==> config.mk <==
export PLATFORM = sky130hd
export DESIGN_NAME = chte_front_flat
export DESIGN_NICKNAME = d
export VERILOG_FILES = /design/src/sv/chte_pkg.sv /design/src/sv/chte_if.sv /design/src/sv/chte_front.sv /design/src/flat_wrapper.sv
export SDC_FILE = /design/constraint.sdc
export NUM_CORES = 1
export LEC_CHECK = 0
export BUFFER_PORTS_ARGS = -buffer_cell sky130_fd_sc_hd__buf_2
export CORE_UTILIZATION = 52
export CTS_CLUSTER_DIAMETER = 200
export CTS_CLUSTER_SIZE = 16
export DETAILED_ROUTE_END_ITERATION = 7
export GPL_ROUTABILITY_DRIVEN = 0
export PLACE_DENSITY = 0.85
export SLEW_MARGIN = 25
export SYNTH_ARGS = -nofsm -noshare
export SYNTH_HDL_FRONTEND = slang
export SYNTH_SLANG_ARGS = --single-unit
==> constraint.sdc <==
create_clock -name clk -period 3.5 [get_ports clk]
set_input_delay 0.35 -clock clk [delete_from_list [all_inputs] [get_ports clk]]
set_output_delay 0.35 -clock clk [all_outputs]
set_load 0.01 [all_outputs]
==> src/sv/chte_pkg.sv <==
package chte_pkg;

    localparam int MAX_TABLES_DEF = 4;
    localparam int LOG_DEPTH_DEF  = 12;
    localparam int MAX_PROBES_DEF = 10;
    localparam int KEY_WIDTH_DEF  = 32;

    localparam int HASH_BITS   = 64;
    localparam int VALUE_WIDTH = 32;
    localparam int COUNT_WIDTH = 16;
    localparam int CFG_WIDTH   = 64;
    localparam int CFG_IDX_W   = 3;

    localparam logic [CFG_IDX_W-1:0] REG_NUM_TABLES  = 3'd0;
    localparam logic [CFG_IDX_W-1:0] REG_LOG_BUCKETS = 3'd1;
    localparam logic [CFG_IDX_W-1:0] REG_MULT_0      = 3'd2;
    localparam logic [CFG_IDX_W-1:0] REG_MULT_1      = 3'd3;
    localparam logic [CFG_IDX_W-1:0] REG_MULT_2      = 3'd4;
    localparam logic [CFG_IDX_W-1:0] REG_MULT_3      = 3'd5;

    localparam logic [63:0] MULT_0_RST = 64'd11400714819323198485;
    localparam logic [63:0] MULT_1_RST = 64'd14029467366897019727;
    localparam logic [63:0] MULT_2_RST = 64'd1609587929392839161;
    localparam logic [63:0] MULT_3_RST = 64'd9650029242287828579;

    localparam logic OP_INSERT = 1'b0;
    localparam logic OP_LOOKUP = 1'b1;

    localparam logic [2:0] ST_INSERTED = 3'd0;
    localparam logic [2:0] ST_DUP      = 3'd1;
    localparam logic [2:0] ST_FAILED   = 3'd2;
    localparam logic [2:0] ST_HIT      = 3'd3;
    localparam logic [2:0] ST_MISS     = 3'd4;

    localparam logic [COUNT_WIDTH-1:0] COUNT_MAX = '1;

endpackage

==> src/sv/chte_if.sv <==
interface chte_in_if #(parameter int KEY_WIDTH = 32);
    logic                 valid;
    logic                 ready;
    logic                 opcode;
    logic [KEY_WIDTH-1:0] key;
    logic [31:0]          value;
    modport source (output valid, opcode, key, value, input ready);
    modport sink   (input valid, opcode, key, value, output ready);
endinterface


==> src/sv/chte_front.sv <==
// accepts words into a two-entry queue that the probe engine drains
module chte_front
    import chte_pkg::*;
#(
    parameter int KEY_WIDTH = KEY_WIDTH_DEF
) (
    input  logic                 clk,
    input  logic                 rst_n,
    chte_in_if.sink              in_ch,
    output logic                 q_valid,
    input  logic                 q_pop,
    output logic                 q_opcode,
    output logic [KEY_WIDTH-1:0] q_key,
    output logic [31:0]          q_value
);
    localparam int QW = 1 + KEY_WIDTH + 32;

    logic [QW-1:0] slot_reg [2];
    logic          rd_ptr_reg, rd_ptr_next;
    logic          wr_ptr_reg, wr_ptr_next;
    logic [1:0]    fill_reg, fill_next;
    logic          push;

    assign in_ch.ready = (fill_reg != 2'd2);
    assign push        = in_ch.valid && in_ch.ready;
    assign q_valid     = (fill_reg != 2'd0);
    assign {q_opcode, q_key, q_value} = slot_reg[rd_ptr_reg];

    always_comb
    begin
        rd_ptr_next = rd_ptr_reg ^ q_pop;
        wr_ptr_next = wr_ptr_reg ^ push;
        fill_next   = fill_reg + {1'b0, push} - {1'b0, q_pop};
    end

    always_ff @(posedge clk or negedge rst_n)
    begin
        if (!rst_n)
        begin
            rd_ptr_reg <= 1'b0;
            wr_ptr_reg <= 1'b0;
            fill_reg   <= 2'd0;
        end
        else
        begin
            rd_ptr_reg <= rd_ptr_next;
            wr_ptr_reg <= wr_ptr_next;
            fill_reg   <= fill_next;
        end
    end

    always_ff @(posedge clk)
    begin
        if (push)
        begin
            slot_reg[wr_ptr_reg] <= {in_ch.opcode, in_ch.key, in_ch.value};
        end
    end

    assert property (@(posedge clk) disable iff (!rst_n) fill_reg <= 2'd2)
        else $error("queue overfilled");
    assert property (@(posedge clk) disable iff (!rst_n) q_pop |-> q_valid)
        else $error("pop from empty queue");
    assert property (@(posedge clk) disable iff (!rst_n)
        (fill_reg == 2'd0) |-> (rd_ptr_reg == wr_ptr_reg))
        else $error("pointers disagree on empty");
endmodule

==> src/flat_wrapper.sv <==
// flat-port wrapper written by rule: the top's interface ports become plain ports
module chte_front_flat import chte_pkg::*;
#(
    parameter int KEY_WIDTH = KEY_WIDTH_DEF
)
  (clk, rst_n, q_valid, q_pop, q_opcode, q_key, q_value, in_ch_valid, in_ch_opcode, in_ch_key, in_ch_value, in_ch_ready);
  chte_in_if #(.KEY_WIDTH(KEY_WIDTH)) in_ch_i ();
  input  logic clk;
  input  logic rst_n;
  output logic q_valid;
  input  logic q_pop;
  output logic q_opcode;
  output logic [KEY_WIDTH-1:0] q_key;
  output logic [31:0] q_value;
  input wire logic [$bits(in_ch_i.valid)-1:0] in_ch_valid;
  input wire logic [$bits(in_ch_i.opcode)-1:0] in_ch_opcode;
  input wire logic [$bits(in_ch_i.key)-1:0] in_ch_key;
  input wire logic [$bits(in_ch_i.value)-1:0] in_ch_value;
  output wire logic [$bits(in_ch_i.ready)-1:0] in_ch_ready;
  assign in_ch_i.valid = in_ch_valid;
  assign in_ch_i.opcode = in_ch_opcode;
  assign in_ch_i.key = in_ch_key;
  assign in_ch_i.value = in_ch_value;
  assign in_ch_ready = in_ch_i.ready;
  chte_front #(.KEY_WIDTH(KEY_WIDTH)) u_core (.clk(clk), .rst_n(rst_n), .in_ch(in_ch_i), .q_valid(q_valid), .q_pop(q_pop), .q_opcode(q_opcode), .q_key(q_key), .q_value(q_value));
endmodule
==> results of run 1 <==
stage by stage:
step	total power [mW]	instances	instance area [um2]
6_report	5.54	514	6450
3_5_place_dp	3.98	480	5860
3_3_place_gp	3.93	480	5860
5_1_grt	5.79	514	6450
2_1_floorplan	3.48	221	5060
4_1_cts	5.58	513	6420
layout make-up:
class | instances | area, um2
clock inverters | 14 | 128
clock buffers | 18 | 418
flip-flops and latches | 134 | 4010
repair buffers | 139 | 728
fillers | 633 | 2880
multi-input cells | 77 | 992
well taps | 129 | 161
inverters | 3 | 11.3
per-layer routing:
layer | vias up | track usage | share of wire
met5 | - | 0 | 0
met4 | 0 | 0.0736 | 0.0096
met3 | 9 | 0.0576 | 0.069
met2 | 99 | 0.289 | 0.52
met1 | 1203 | 0.185 | 0.40
li1 | 1176 | - | -
placed cells by master (no fill, tap or decap), drive strengths merged:
master,count
buf,138
edfxtp,130
mux2,65
clkbuf,18
inv,6
clkinvlp,5
clkinv,5
dfrtp,4
xnor2,2
ha,2
nand2b,1
and2,1
nand2,1
nor2b,1
mux2i,1
or2,1
xor2,1
and3,1
bufinv,1
dlygate4sd3,1
logic make-up (layout without fill, tap and decap cells):
logic type,Yosys count,after routing,synth area share
xor+xnor,3,3,0.00519
flops,134,134,0.791
simple gates,6,6,0.00693
mux,66,66,0.176
buf+inv,10,174,0.0153
fa+ha+maj,2,2,0.00494
worst max-delay path, delay by kind of cell (launching register included):
| kind | cells | cell delay [ps] |
|---|---|---|
| flops | 1 | 680 |
| buf+inv | 2 | 450 |
| mux | 1 | 380 |
power breakdown:
group	leakage (nW)	total, mW	internal, mW	switching (mW)
clock	0.249	1.59	0.945	0.650
sequential	1.25	2.36	2.20	0.155
combinational	1.04	1.59	0.826	0.763
total	2.54	5.54	3.97	1.57
path summary, 6_finish.rpt:
kind                       slack (ps)                endpoint                from  cells past startpoint
setup / recovery                 1080              q_value[6]   u_core.rd_ptr_reg                      3
hold / removal                     40  u_core.slot_reg[1][62]       in_ch_key[30]                      1
setup reg to reg                 1600  u_core.slot_reg[0][19]  u_core.fill_reg[0]                      3
hold reg to reg                   650      u_core.fill_reg[1]  u_core.fill_reg[1]                      2
max in group asynchronous        3150       u_core.rd_ptr_reg               rst_n                      2
min in group asynchronous         210       u_core.wr_ptr_reg               rst_n                      2
==> impl_metrics.tcl, run 1 <==
set metrics [dict create \
    syn_area_mm2 0.00506 \
    min_period_over_period 0.692 \
    tightest_slew_ps 907 \
    nets 443 \
    setup_violations 0 \
    synth_area_leaders "edfxtp_1 (77%), mux2_4 (12%), mux2_2 (5.6%)" \
    synthMostInstantiatedCell "edfxtp_1" \
    clockBufferDepth 2 \
    fin_setup_tns_ps 0 \
    syn_area_per_cell_um2 22.9 \
    ys_seq_area_frac 0.791 \
    post-place-ws_ps 1400 \
    worstSetupStartpointType "flop" \
    worstPathArrival_ps 2070 \
    dr.pass1.iters 4 \
    cts.sinks 134 \
    cts_root_buffer "clkbuf_8" \
    grt_pass1_wl_mm 12.1 \
    cp_slowest_cell "dfrtp_4" \
    path_max_fanout 43 \
    numCtsBuffers 17 \
    clkTransAtPathRegs_ps 60 \
    vias 2487 \
    core_mm2 0.00933 \
    track_usage 0.166 \
    synthTopCellsByCount "edfxtp_1 (130), mux2_4 (40), mux2_2 (25)" \
    fp.dieW_um 101 \
    skew_ps 6.87 \
    htreeDepth 4 \
    post_cts_buffers 0 \
    die_h_um 101 \
    wl_per_cell_um 15.6 \
    drt-total-wl_mm 8.02 \
    yosysWarnings 0 \
    setup_ws_ps 1080 \
    outcome "completed" \
    max_freq_mhz 413 \
    finalHoldViolations 0 \
    holdWs_ps 40.2 \
    drtIter0Drc 112 \
    endpoint_kind "output port" \
    synth_flop_cell "edfxtp_1" \
    synth.largest_area_cell "edfxtp_1" \
    largest_register_ffs 130 \
    power.density_mw_per_mm2 860 \
    rows 35 \
    drive_gt1_frac 0.613 \
    crit_required_ps 3150 \
    hpwl_mm 4.99 \
    num_io_pins 136 \
    synth.top_cell.area_share 0.772 \
    synth_nets 292 \
    grt_max_degree 67 \
    vdd_drop_max_uv 572 \
    async_flop_share 0.0299 \
    fin_crit_ps 2420 \
    numPortBuffers 135 \
    dieArea_mm2 0.0101 \
    synth_edf_count 130 \
    synth.distinct_cells 17 \
    start_util 0.542 \
    slew_violations 0 \
    viasPerCell 4.84 \
    hp-class "input port to flop" \
    synthCells 221 \
    critPathMaxStageDelay_ps 680 \
    drc 0 \
    syn2layout_area_growth_pct 27.4 \
    synth_seq_cells 134 \
    cts_tree "done" \
    max_slew_margin 0.395 \
    rsz0062_at_grt "false" \
    p_leak_nw 2.54 \
    antenna_found_initial 0 \
    drtAntennaViolNets 0 \
    max_cap_violations 0 \
    fin_util 0.691 \
    first_global_vias 2540 \
    grt_overflow 0 \
    cts_resized 0 \
    cp_cell_sequence "buf_16 > mux2_2 > buf_2" \
    cts_hold_buf 1 \
    critPathKind "flop to output port" \
    clk_latency_ps 490 \
    n_antenna_cell 0 \
]
Power figures use the tool's default switching activity.
==> run 2, diff against run 1 <==
- clock period: 3.5 -> 2.5 ns (I/O delays scaled with it)
==> impl_metrics.tcl, run 2 (synthesis gave the netlist of run 1 again) <==
set metrics [dict create \
    comb_power_share 0.312 \
    critPathKind "flop to output port" \
    cp_cell_sequence "buf_12 > mux2_2 > buf_2" \
    drtIter0Drc 114 \
    finalHoldViolations 0 \
    switchingPower_mw 2.26 \
    worstSetupStartpointType "flop" \
    cts_root_buffer "clkbuf_8" \
    antenna_found_initial 0 \
    viasPerCell 4.83 \
    numCtsBuffers 17 \
    outcome "completed" \
    largest_register_ffs 130 \
    dr.pass1.iters 4 \
    max_freq_mhz 493 \
    min_period_over_period 0.812 \
    fp.dieW_um 101 \
    max_cap_violations 0 \
    post-place-ws_ps 697 \
    rsz0062_at_grt "false" \
    vias 2809 \
    fin_setup_tns_ps 0 \
    path_max_fanout 39 \
    fin_crit_ps 2030 \
    p_seq_frac 0.402 \
    numPortBuffers 135 \
    num_io_pins 136 \
    tightest_slew_ps 497 \
    die_h_um 101 \
    worstPathArrival_ps 1780 \
    power.density_mw_per_mm2 1120 \
    track_usage 0.200 \
    hp-class "input port to asynchronous set/reset pin" \
    clk_latency_ps 510 \
    wl_per_cell_um 16.7 \
    final_cell_mix "buf_2 (135), edfxtp_1 (130), dlygate4sd3_1 (67), mux2_4 (40), mux2_2 (25)" \
    setup_ws_ps 470 \
    p_int_mw 5.74 \
    drc 0 \
    vdd_drop_max_uv 608 \
    holdWs_ps 86.5 \
    drt-total-wl_mm 9.68 \
    cts.sinks 134 \
    max_slew_margin 0.669 \
    final_common_cell "buf_2" \
    p_leak_nw 2.85 \
    syn2layout_area_growth_pct 41.2 \
    first_global_vias 3052 \
    crit_required_ps 2250 \
    cts_tree "done" \
    clkTransAtPathRegs_ps 60 \
    skew_ps 7.43 \
    setup_violations 0 \
    grt_max_degree 41 \
    fin_util 0.766 \
    rows 35 \
    grt_pass1_wl_mm 14.5 \
    htreeDepth 4 \
    post_cts_buffers 0 \
    slew_violations 0 \
    hpwl_mm 5.62 \
    core_mm2 0.00933 \
    sw_frac_of_total 0.282 \
    drtAntennaViolNets 0 \
    cp_slowest_cell "dfrtp_4" \
    critPathMaxStageDelay_ps 440 \
    drive_gt1_frac 0.529 \
    endpoint_kind "output port" \
    n_antenna_cell 0 \
    nets 511 \
    start_util 0.542 \
    grt_overflow 0 \
    clkPwrFrac 0.286 \
    clockBufferDepth 2 \
    dieArea_mm2 0.0101 \
]
==> run 2: cell types whose count changed in the layout (fill, tap and decap cells not counted), moves of 2 or more <==
cell / before / now
inv_6: 3 / 1
dlygate4sd3_1: 1 / 67
clkinv_4: 3 / 1
clkinv_2: 0 / 5
buf_12: 0 / 3
==> run 2: cell type report <==
class	count	area, um2
multi-input cells	77	992
inverters	3	11.3
clock inverters	14	136
clock buffers	17	414
repair buffers	207	1420
well taps	129	161
flip-flops and latches	134	4010
fillers	536	2180
==> run 2: worst paths after layout <==
path                                         start                     end  slack, ps  depth (start not counted)
worst max-delay path             u_core.rd_ptr_reg              q_value[4]        470                          3
max in group asynchronous                    rst_n       u_core.rd_ptr_reg       2270                          2
min in group clk                       in_ch_valid      u_core.fill_reg[0]        160                          3
worst max register to register  u_core.fill_reg[0]  u_core.slot_reg[0][44]        690                          4
worst min-delay path                         rst_n       u_core.wr_ptr_reg         90                          2
worst min register to register  u_core.fill_reg[1]      u_core.fill_reg[1]        650                          2
==> run 2: power by group through the flow <==
| stage | clock [mW] | combinational, mW | sequential [mW] |
|---|---|---|---|
| final | 2.29 | 2.49 | 3.22 |
| after floorplan | 0 | 1.64 | 3.21 |
| after global placement | 0 | 2.38 | 3.22 |
| after global routing | 2.43 | 2.68 | 3.25 |
| after detailed placement | 0 | 2.40 | 3.27 |
| after CTS | 2.31 | 2.50 | 3.22 |
==> run 2: stage by stage <==
step                      cells  cell area [um2]  power (mW)
after CTS                   581             7140        8.03
after global routing        581             7140        8.36
final                       581             7140        8.00
after floorplan             221             5060        4.85
after detailed placement    483             5920        5.67
after global placement      483             5920        5.60
==> run 2: per-layer routing <==
metal	global-route usage	vias up	routed length (um)
met1	0.205	1376	3590
met5	0	-	0
met4	0.0803	0	141
met3	0.0659	16	619
li1	-	1310	-
met2	0.375	107	5330
==> run 2: timing repair <==
item	in CTS	in global routing
endpoints found under the hold margin	135	0
hold buffers	67	0
gates resized for setup	0	0
==> run 2: worst max-delay path: cells and delay by family, from the launching register on <==
family / cells / cell delay [ps]
buffers and inverters: 2 / 410
DFF: 1 / 440
muxes: 1 / 380
